===== config.mk =====
export PLATFORM = sky130hd
export DESIGN_NAME = ordered_list_insert_delete_find_flat
export DESIGN_NICKNAME = d
export VERILOG_FILES = /design/src/design/olidf_pkg.sv /design/src/design/olidf_if.sv /design/src/design/ordered_list_insert_delete_find.sv /design/src/design/olidf_cell.sv /design/src/design/olidf_row.sv /design/src/flat_wrapper.sv
export SDC_FILE = /design/constraint.sdc
export NUM_CORES = 2
export LEC_CHECK = 0
export ABC_AREA = 0
export BUFFER_PORTS_ARGS = -buffer_cell sky130_fd_sc_hd__buf_2
export CORE_UTILIZATION = 45
export DETAILED_ROUTE_END_ITERATION = 10
export SETUP_SLACK_MARGIN = 0.5
export SLEW_MARGIN = 10
export SYNTH_ARGS = -nofsm -noshare
export SYNTH_HDL_FRONTEND = slang
export SYNTH_SLANG_ARGS = --single-unit

===== constraint.sdc =====
create_clock -name clk -period 7.6 [get_ports clk]
set_input_delay 1.9 -clock clk [delete_from_list [all_inputs] [get_ports clk]]
set_output_delay 1.9 -clock clk [all_outputs]
set_load 0.03 [all_outputs]

===== src/design/olidf_pkg.sv =====
// Package with the constants, codes and types of the ordered list block.
`default_nettype none

package olidf_pkg;

  localparam int DEPTH        = 16;
  localparam int ELEMENT_BITS = 32;
  localparam int VALUE_W      = 32;
  localparam int INDEX_W      = 5;
  localparam int POS_W        = $clog2(DEPTH);
  localparam int COUNT_W      = $clog2(DEPTH + 1);

  typedef enum logic [1:0] {
    CMD_PUSH   = 2'd0,
    CMD_INSERT = 2'd1,
    CMD_REMOVE = 2'd2,
    CMD_FIND   = 2'd3
  } cmd_t;

  typedef enum logic [1:0] {
    ST_OK    = 2'd0,
    ST_RANGE = 2'd1,
    ST_FULL  = 2'd2,
    ST_MISS  = 2'd3
  } status_t;

  // What a single cell loads at the next edge.
  typedef enum logic [1:0] {
    CELL_HOLD       = 2'd0,
    CELL_LOAD       = 2'd1,
    CELL_FROM_BELOW = 2'd2,
    CELL_FROM_ABOVE = 2'd3
  } cell_op_t;

  // Update that the whole row performs at the next edge.
  typedef enum logic [1:0] {
    ROW_IDLE   = 2'd0,
    ROW_PUSH   = 2'd1,
    ROW_INSERT = 2'd2,
    ROW_REMOVE = 2'd3
  } row_op_t;

  typedef logic [ELEMENT_BITS-1:0] word_t;

  typedef struct packed {
    row_op_t              op;
    logic [INDEX_W-1:0]   index;
    logic [COUNT_W-1:0]   count;
    word_t                word;
  } row_cmd_t;

  typedef struct packed {
    cell_op_t op;
    word_t    word;
  } cell_ctrl_t;

  typedef struct packed {
    logic             hit;
    logic [POS_W-1:0] pos;
  } find_res_t;

endpackage

`default_nettype wire


===== src/design/olidf_if.sv =====
// Valid/ready channel interfaces for the command and result items.
`default_nettype none

interface olidf_in_if;
  import olidf_pkg::*;

  logic               valid;
  logic               ready;
  logic [1:0]         command;
  logic [INDEX_W-1:0] index;
  logic [VALUE_W-1:0] value;

  modport source (output valid, command, index, value, input ready);
  modport sink   (input valid, command, index, value, output ready);
endinterface

interface olidf_out_if;
  import olidf_pkg::*;

  logic               valid;
  logic               ready;
  logic [1:0]         status;
  logic [POS_W-1:0]   position;
  logic [COUNT_W-1:0] count;

  modport source (output valid, status, position, count, input ready);
  modport sink   (input valid, status, position, count, output ready);
endinterface

`default_nettype wire


===== src/design/ordered_list_insert_delete_find.sv =====
// Top level of the ordered list: command decode, element count and result register.
// The result of a command is registered and appears in the cycle after the command item is accepted.
// Throughput: one command per cycle while results are taken; every cell of the row updates in that single cycle.
// The next command is taken while a result waits, as long as that result is taken the same cycle.
// Reset (synchronous, active low) empties the list and drops any pending result.
// Stored words are not cleared; only entries below the count are ever read.
`default_nettype none

module ordered_list_insert_delete_find (
  input  logic         clk,
  input  logic         rst_n,
  olidf_in_if.sink     in_chan,
  olidf_out_if.source  out_chan
);
  import olidf_pkg::*;

  // Element count and the output register that holds one finished result item.
  logic [COUNT_W-1:0] count_r;
  logic [COUNT_W-1:0] count_nxt;
  logic               out_valid_r;
  logic               out_valid_nxt;
  status_t            out_status_r;
  status_t            status_nxt;
  logic [POS_W-1:0]   out_pos_r;
  logic [POS_W-1:0]   pos_nxt;
  logic [COUNT_W-1:0] out_count_r;

  logic      accept;
  logic      full;
  logic      in_range;
  cmd_t      cmd;
  row_cmd_t  row_cmd;
  word_t     key;
  find_res_t find_res;

  // A new command is taken whenever the output register is empty or is being
  // emptied this cycle, so back-to-back commands flow at one per cycle.
  assign in_chan.ready = !out_valid_r || out_chan.ready;
  assign accept        = in_chan.valid && in_chan.ready;

  assign cmd      = cmd_t'(in_chan.command);
  assign key      = in_chan.value[ELEMENT_BITS-1:0];
  assign full     = (count_r == COUNT_W'(DEPTH));
  // An index counts as in range only when it is strictly below the count,
  // which also rules out inserting into an empty list or at the end.
  assign in_range = (COUNT_W'(in_chan.index) < count_r);

  // Decode the command into a row update and the fields of its result.
  // The row sees the current words, so a find compares against the list as
  // it stands before this command.
  always_comb begin
    row_cmd.op    = ROW_IDLE;
    row_cmd.index = in_chan.index;
    row_cmd.count = count_r;
    row_cmd.word  = key;
    status_nxt    = ST_OK;
    pos_nxt       = '0;
    count_nxt     = count_r;
    unique case (cmd)
      CMD_PUSH: begin
        if (full) begin
          status_nxt = ST_FULL;
        end else begin
          row_cmd.op = ROW_PUSH;
          count_nxt  = count_r + COUNT_W'(1);
        end
      end
      CMD_INSERT: begin
        if (!in_range) begin
          status_nxt = ST_RANGE;
        end else if (full) begin
          status_nxt = ST_FULL;
        end else begin
          row_cmd.op = ROW_INSERT;
          count_nxt  = count_r + COUNT_W'(1);
        end
      end
      CMD_REMOVE: begin
        if (!in_range) begin
          status_nxt = ST_RANGE;
        end else begin
          row_cmd.op = ROW_REMOVE;
          count_nxt  = count_r - COUNT_W'(1);
        end
      end
      CMD_FIND: begin
        if (find_res.hit) begin
          pos_nxt = find_res.pos;
        end else begin
          status_nxt = ST_MISS;
        end
      end
    endcase
    // Without an accepted item the row must keep its contents.
    if (!accept) row_cmd.op = ROW_IDLE;
  end

  olidf_row u_row (
    .clk      (clk),
    .cmd      (row_cmd),
    .key      (key),
    .find_res (find_res)
  );

  assign out_valid_nxt = accept || (out_valid_r && !out_chan.ready);

  always_ff @(posedge clk) begin
    if (!rst_n) begin
      count_r     <= '0;
      out_valid_r <= 1'b0;
    end else begin
      out_valid_r <= out_valid_nxt;
      if (accept) count_r <= count_nxt;
    end
  end

  // Result payload; loaded only with an accepted command.
  always_ff @(posedge clk) begin
    if (accept) begin
      out_status_r <= status_nxt;
      out_pos_r    <= pos_nxt;
      out_count_r  <= count_nxt;
    end
  end

  assign out_chan.valid    = out_valid_r;
  assign out_chan.status   = out_status_r;
  assign out_chan.position = out_pos_r;
  assign out_chan.count    = out_count_r;

endmodule

`default_nettype wire


===== src/design/olidf_cell.sv =====
// One list cell: holds a word, loads it or takes a neighbor's, and compares it to the key.
`default_nettype none

module olidf_cell (
  input  logic                   clk,
  input  olidf_pkg::cell_ctrl_t  ctrl,
  input  olidf_pkg::word_t       below_word,
  input  olidf_pkg::word_t       above_word,
  input  olidf_pkg::word_t       key,
  output olidf_pkg::word_t       word,
  output logic                   match
);
  import olidf_pkg::*;

  word_t word_r;

  always_ff @(posedge clk) begin
    unique case (ctrl.op)
      CELL_HOLD:       word_r <= word_r;
      CELL_LOAD:       word_r <= ctrl.word;
      CELL_FROM_BELOW: word_r <= below_word;
      CELL_FROM_ABOVE: word_r <= above_word;
    endcase
  end

  assign word  = word_r;
  assign match = (word_r == key);

endmodule

`default_nettype wire


===== src/design/olidf_row.sv =====
// Row of list cells with per-cell shift control and lowest-match encoding.
`default_nettype none

module olidf_row (
  input  logic                  clk,
  input  olidf_pkg::row_cmd_t   cmd,
  input  olidf_pkg::word_t      key,
  output olidf_pkg::find_res_t  find_res
);
  import olidf_pkg::*;

  word_t            words [DEPTH];
  cell_ctrl_t       ctrl  [DEPTH];
  logic [DEPTH-1:0] match;
  logic [DEPTH-1:0] hits;

  for (genvar i = 0; i < DEPTH; i++) begin : g_cell
    word_t below_word;
    word_t above_word;

    if (i == 0) begin : g_first
      assign below_word = words[i];
    end else begin : g_mid_lo
      assign below_word = words[i-1];
    end

    // The top cell never shifts down from above; it keeps its own word as filler.
    if (i == DEPTH - 1) begin : g_last
      assign above_word = words[i];
    end else begin : g_mid_hi
      assign above_word = words[i+1];
    end

    always_comb begin
      ctrl[i].word = cmd.word;
      ctrl[i].op   = CELL_HOLD;
      unique case (cmd.op)
        ROW_IDLE: ctrl[i].op = CELL_HOLD;
        ROW_PUSH: begin
          if (cmd.count == COUNT_W'(i)) ctrl[i].op = CELL_LOAD;
        end
        ROW_INSERT: begin
          if (cmd.index == INDEX_W'(i)) begin
            ctrl[i].op = CELL_LOAD;
          end else if (INDEX_W'(i) > cmd.index) begin
            ctrl[i].op = CELL_FROM_BELOW;
          end
        end
        ROW_REMOVE: begin
          if (INDEX_W'(i) >= cmd.index) ctrl[i].op = CELL_FROM_ABOVE;
        end
      endcase
    end

    olidf_cell u_cell (
      .clk        (clk),
      .ctrl       (ctrl[i]),
      .below_word (below_word),
      .above_word (above_word),
      .key        (key),
      .word       (words[i]),
      .match      (match[i])
    );

    // Only cells that hold live entries may report a match.
    assign hits[i] = match[i] & (COUNT_W'(i) < cmd.count);
  end

  always_comb begin
    find_res.hit = |hits;
    find_res.pos = '0;
    for (int j = DEPTH - 1; j >= 0; j--) begin
      if (hits[j]) find_res.pos = POS_W'(j);
    end
  end

endmodule

`default_nettype wire


===== src/flat_wrapper.sv =====
// flat-port wrapper written by rule: the top's interface ports become plain ports
module ordered_list_insert_delete_find_flat import olidf_pkg::*;
  (clk, rst_n, in_chan_valid, in_chan_command, in_chan_index, in_chan_value, in_chan_ready, out_chan_valid, out_chan_status, out_chan_position, out_chan_count, out_chan_ready);
  olidf_in_if in_chan_i ();
  olidf_out_if out_chan_i ();
  input  logic clk;
  input  logic rst_n;
  input wire logic [$bits(in_chan_i.valid)-1:0] in_chan_valid;
  input wire logic [$bits(in_chan_i.command)-1:0] in_chan_command;
  input wire logic [$bits(in_chan_i.index)-1:0] in_chan_index;
  input wire logic [$bits(in_chan_i.value)-1:0] in_chan_value;
  output wire logic [$bits(in_chan_i.ready)-1:0] in_chan_ready;
  output wire logic [$bits(out_chan_i.valid)-1:0] out_chan_valid;
  output wire logic [$bits(out_chan_i.status)-1:0] out_chan_status;
  output wire logic [$bits(out_chan_i.position)-1:0] out_chan_position;
  output wire logic [$bits(out_chan_i.count)-1:0] out_chan_count;
  input wire logic [$bits(out_chan_i.ready)-1:0] out_chan_ready;
  assign in_chan_i.valid = in_chan_valid;
  assign in_chan_i.command = in_chan_command;
  assign in_chan_i.index = in_chan_index;
  assign in_chan_i.value = in_chan_value;
  assign in_chan_ready = in_chan_i.ready;
  assign out_chan_valid = out_chan_i.valid;
  assign out_chan_status = out_chan_i.status;
  assign out_chan_position = out_chan_i.position;
  assign out_chan_count = out_chan_i.count;
  assign out_chan_i.ready = out_chan_ready;
  ordered_list_insert_delete_find u_core (.clk(clk), .rst_n(rst_n), .in_chan(in_chan_i), .out_chan(out_chan_i));
endmodule

### Word level (Yosys, flattened, before mapping)

Cells that the tools add are included.

| storage, ports and cells | value |
|---|---|
| register bits after elaboration | 529 |
| output and inout port bits | 13 |

| operators by class | value |
|---|---|
| add/subtract/negate cells | 2 |
| order comparisons | 49 |
| eq/ne operators | 101 |
| mux-type cells | 126 |
| bitwise logic cells | 18 |
| reduce and logical (&&, ||, !) cells | 33 |

Operators with widths:

| operator | count |
|---|---|
| $pmux W32 S3 | 14 |
| $eq A32 B32 Y1 | 16 |
| $pmux W2 S4 | 17 |
| $pmux W32 S2 | 2 |
| $mux W2 | 57 |
| $eq A5 B4 Y1 const B | 16 |
| $eq A2 B2 Y1 const B | 36 |
| $eq A5 B3 Y1 const B | 8 |
| $ge A4 B5 Y1 const A | 8 |
| $gt A4 B5 Y1 const A | 8 |
| $lt A4 B5 Y1 const A | 8 |
| $eq A2 B1 Y1 const B | 18 |
| $logic_not A2 Y1 | 18 |
| $mux W4 | 8 |
| $eq A5 B2 Y1 const B | 4 |
| $ge A3 B5 Y1 const A | 4 |
| $gt A3 B5 Y1 const A | 4 |
| $lt A3 B5 Y1 const A | 4 |
| $mux W1 | 19 |
| $and A1 B1 Y1 | 16 |
| $reduce_or A16 Y1 | 1 |
| $mux W5 | 3 |
| $pmux W5 S3 | 1 |
| $mux W3 | 4 |
| other kinds (22) | 35 |

### Depth between registers and ports, before layout

| logic depth | value |
|---|---|
| word-level depth | 17 |
| mapped depth | 14 |
| gate-level depth less buffers | 11 |

### Hierarchy

Synthesis repeated with hierarchy kept, for this count alone.

| second synthesis, totals | value |
|---|---|
| cells, all modules | 3215 |
| area, all modules | 33912.5 um^2 |

By module, submodules not included:

| module | times used | cells an instance | area each (um^2) |
|---|---|---|---|
| olidf_cell | 16 | 183 | 1986.9 |
| ordered_list_insert_delete_find | 1 | 113 | 1113.6 |
| olidf_row | 1 | 174 | 1008.5 |

### Worst setup path after synthesis

OpenSTA, ideal clock, no wires.

| timing | value |
|---|---|
| path kind | input-to-reg |
| from | input in_chan_index[1] |
| to | register u_core.u_row.g_cell[4].u_cell.word_r[0] (enable) |
| data arrival time | 6438 ps |
| data required time | 7089 ps |
| path slack | 652 ps |
| stages | 7 |
| cells stage by stage | ha_1 > a21o_1 > a21o_1 > a21o_1 > a21o_1 > buf_6 > o41ai_1 |

| between the ends | value |
|---|---|
| cells in the longest elaborated chain, start to end | 7 |
| elaborated cells between the ends (all ways) | 17 |
| classes of those cells | order compare (3); eq/ne (4); mux (8); reduce/logical (2) |

RTL lines:

| item | line | RTL |
|---|---|---|
| from (decl) | flat_wrapper.sv:10 | `input wire logic [$bits(in_chan_i.index)-1:0] in_chan_index;` |
| $lt A5 B5 Y1 | ordered_list_insert_delete_find.sv:46 | `assign in_range = (COUNT_W'(in_chan.index) < count_r);` |
| $mux W2 (on tied branches) | ordered_list_insert_delete_find.sv:79, ordered_list_insert_delete_find.sv:69 |  |
| $pmux W2 S3 | ordered_list_insert_delete_find.sv:59 | `unique case (cmd)` |
| $mux W2 | ordered_list_insert_delete_find.sv:95 | `if (!accept) row_cmd.op = ROW_IDLE;` |
| $eq A2 B2 Y1, or another cell as far along | olidf_row.sv:37 | `unique case (cmd.op)` |
| $pmux W2 S4 (*) | olidf_row.sv:37 |  |
| $logic_not A2 Y1 (*) | olidf_cell.sv:18 | `unique case (ctrl.op)` |
| to (signal assigned) | olidf_cell.sv:19 | `CELL_HOLD: word_r <= word_r;` |
| to (signal assigned) | olidf_cell.sv:20 | `CELL_LOAD: word_r <= ctrl.word;` |
| to (signal assigned) | olidf_cell.sv:21 | `CELL_FROM_BELOW: word_r <= below_word;` |
| to (decl) | olidf_cell.sv:15 | `word_t word_r;` |

Every way passes the cells marked *; elsewhere a longest branch is shown, timed or not.
A chain may end at the register's enable or synchronous reset.

### Final worst setup path

| timing | value |
|---|---|
| from | input in_chan_index[1] |
| to | register u_core.u_row.g_cell[14].u_cell.word_r[21] (enable) |

| between the ends | value |
|---|---|
| cells in the longest elaborated chain, start to end | 7 |
| elaborated cells between the ends (all ways) | 17 |
| classes of those cells | order compare (3); eq/ne (4); mux (8); reduce/logical (2) |

RTL lines:

| item | line |
|---|---|
| $lt A5 B5 Y1 | ordered_list_insert_delete_find.sv:46 |
| $mux W2 (on tied branches) | ordered_list_insert_delete_find.sv:79, ordered_list_insert_delete_find.sv:69 |
| $pmux W2 S3 | ordered_list_insert_delete_find.sv:59 |
| $mux W2 | ordered_list_insert_delete_find.sv:95 |
| $eq A2 B2 Y1, or another cell as far along | olidf_row.sv:37 |
| $pmux W2 S4 (*) | olidf_row.sv:37 |
| $logic_not A2 Y1 (*) | olidf_cell.sv:18 |
| to (signal assigned) | olidf_cell.sv:19 |
| to (signal assigned) | olidf_cell.sv:20 |
| to (signal assigned) | olidf_cell.sv:21 |
| to (decl) | olidf_cell.sv:15 |

Marks and branches as above.

==> summary.txt <==
Status
  • Status: completed

STA
  • Max-slew violation count: 0
  • Fmax: a little under 0.2 GHz
  • RSZ-0062 raised after global routing: no
  • Tcrit/Tclk final: about two thirds
  • Rel. slew slack: around 23%
  • Setup TNS: 0 ns
  • Final hold violation count: 0
  • Setup Viol. Count Final: 0
  • Least-Margin Pin Slew: roughly 1.1 ns
  • Minimum hold slack: between 0.5 and 0.6 ns
  • Clock skew: approximately 0.028 ns
  • Post-layout min period: just over 5 ns

Worst hold path
  • Hold Path Depth: 2
  • Worst hold path type: reg -> reg

Clock tree
  • Worst-Skew Late Latency: about 0.66 ns
  • CTS root buf: clkbuf_16
  • Htree depth: 2
  • CTS tree: done
  • CTS Buffer Depth: 3
  • Post-CTS setup buffer count: 0
  • CTS sink cnt: roughly 530
  • Cts hold-fix bufs: 0
  • Clock transition at path regs: about 0.06 ns
  • PostCTS Resize Cnt: 0
  • Cts bufs inserted: 61

Cells and area
  • Non-Filler Instances: about 4100
  • Ant. Diodes: 0
  • Fill count: around 6400
  • Share of cells above drive strength 1: 10.8%
  • Final Util: between 40% and 50%
  • Area growth, synth to finish: 9.20%
  • Nets@finish: 3183

Routing
  • Vias: around 27000
  • # DRC: 0
  • Vias/cell: around 6.5
  • Post-DR wirelength/cell: approximately 31 um
  • DR pass1 iterations: 6
  • ANT nets after route: 0
  • 1st-iter DRT viols: between 4000 and 5000
  • Final WL: approximately 130000 um

Worst setup path
  • Crit-path slowest cell: nor3b_1
  • Crit path required time: 7.88 ns
  • Reg2reg path depth: 8
  • Setup crit end kind: flip-flop
  • Crit path DAT: 5.34 ns
  • CP Launch Type: input port
  • Most frequent CP cell: a21o_1
  • Max FO, Critical Path: 32
  • CP Cell Sequence: buf_2 > ha_1 > a21o_1 > a21o_1 > a21o_1 > a21o_1 > nor3b_1 > a311o_1 > nand2b_1 > buf_4
  • Crit path largest cell delay: ~0.73 ns
  • WS Path Type: in -> reg

Logic synthesis
  • Post-synth EDFFs: between 500 and 600
  • Synthesis-stage register bit count: roughly 530
  • Yosys warns: 0
  • Synth Flop Type: edfxtp_1
  • Post-Syn Area per Cell: roughly 9.9 sq um
  • Area of the mapped netlist: around 32000 sq um
  • Asr flop ratio synth: 0%
  • Gate Count Post-Synth: 3206
  • Dominant cell by count in the synthesized netlist: nand2_1
  • Top cell type's share of synthesized area: 49.3%
  • Register area share after synthesis: 49.6%
  • Top post-synthesis cells by area: edfxtp_1, nand2_1, xnor2_1
  • Unique cell type count in the Yosys netlist: between 60 and 70
  • Synthesized net count: around 3300
  • Top cells by count, synth: nand2_1, edfxtp_1, xnor2_1
  • Synth area leader: edfxtp_1

Floorplan
  • Die Height: roughly 270 um
  • I/O pins: 56
  • Initial core utilization: between 40% and 50%
  • Die area: 71900 sq um
  • Die W: 268 um
  • Std cell rows: 97
  • Core ar.: between 70000 and 80000 sq um

Place
  • # port buffers: 55
  • RePlAce Congestion: about 1.0
  • Dpl cells: ~4000
  • DP HPWL: 89600 um

Power
  • PnR Total Power: around 6.9 mW
  • PwrDens: roughly 200 nW/um^2
  • Max rail drop VDD: approximately 200 uV
  • Pleak: roughly 13 nW

Flow run
  • Max Cap Viol: 0

Global route
  • Vias in the first global route: 25200
  • Antenna violations before repair: 1
  • First-pass GRT wire length: 181000 um
  • Grt ovf: 0
  • Largest net degree at the start of global routing: 66
  • Tot GR Track Use: between 30% and 40%
## registers in the layout, summed over array words and instances, names as in the netlist
signal and cells:
u_core.u_row.g_cell.u_cell.word 512, u_core.count_r 5, u_core.out_chan.count 5, u_core.out_chan.position 4, u_core.out_chan.status 2, u_core.out_chan.valid 1
## stage by stage
step | worst slack (ns) | cell area (sq um)
after floorplan | 0.652 | 31900
after global placement | 2.00 | 32900
after detailed placement | 2.00 | 33000
after CTS | 2.65 | 34800
after global routing | 2.39 | 34800
final | 2.54 | 34800
## final timing paths
check	startpoint	endpoint	slack (ns)
worst max-delay path	in_chan_index[1]	u_core.u_row.g_cell[14].u_cell.word[21]	2.54
worst min-delay path	u_core.out_chan.valid	u_core.out_chan.valid	0.54
worst max register to register	u_core.count_r[4]	u_core.u_row.g_cell[14].u_cell.word[21]	2.86
worst min register to register	u_core.out_chan.valid	u_core.out_chan.valid	0.54
## cell usage in the layout, fill, tap and decap left out, types with 6 or more instances in the layout
master     count
nand2_1      893
edfxtp_1     523
xnor2_1      349
a22oi_1      346
xor2_1       168
buf_4         95
nand4_1       88
clkbuf_16     62
nand3_1       61
mux2_2        60
nor4_1        55
buf_2         55
a21o_1        49
nor2_1        46
a22o_1        42
a31oi_1       34
nor2_2        24
a21oi_1       23
nor3_1        23
o21ai_0       18
clkbuf_1      15
clkinv_2      14
clkinv_1      12
ha_1          10
inv_1          9
and2_1         8
nand2b_1       7
nor3_4         6
dfxtp_1        6
## cell type report
cell class                 instances  area [sq um]  area share [%]
timing repair buffer             151          1000            2.88
tap                              940          1180            3.38
sequential                       529         15800            45.5
clock inverter                    31           234           0.672
inverter                          10          37.5           0.108
clock buffer                      77          1610            4.62
multi-input combinational       2377         14900            42.9
## worst max-delay path: cells and delay by family
family,cells,cell delay [ns]
compound gates,5,1.53
simple gates,2,0.89
buf+inv,2,0.70
fa+ha+maj,1,0.29
## cell families after synthesis
group | after synthesis | synth area share (%)
AO/OA/AOI/OAI | 548 | 12.8
XOR/XNOR | 517 | 14.2
adder cells (fa/ha/maj) | 10 | 0.393
buffers and inverters | 300 | 4.06
flip-flops | 529 | 49.6
multiplexers | 65 | 2.29
AND/OR/NAND/NOR | 1237 | 16.6
## power breakdown
group / switching, mW / internal [mW]
Clock: 1.25 / 1.58
Sequential: 0.0680 / 3.28
Combinational: 0.479 / 0.244
Total: 1.79 / 5.11
## metal layers
| metal | up-vias | global-route usage (%) | wire length [um] |
|---|---|---|---|
| met3 | 298 | 8.13 | 16700 |
| met1 | 13200 | 49.6 | 50200 |
| met2 | 2010 | 50.4 | 53100 |
| li1 | 11300 | - | - |
| met5 | - | 0 | 0 |
| met4 | 0 | 17.7 | 7090 |
Power figures use the tool's default switching activity.
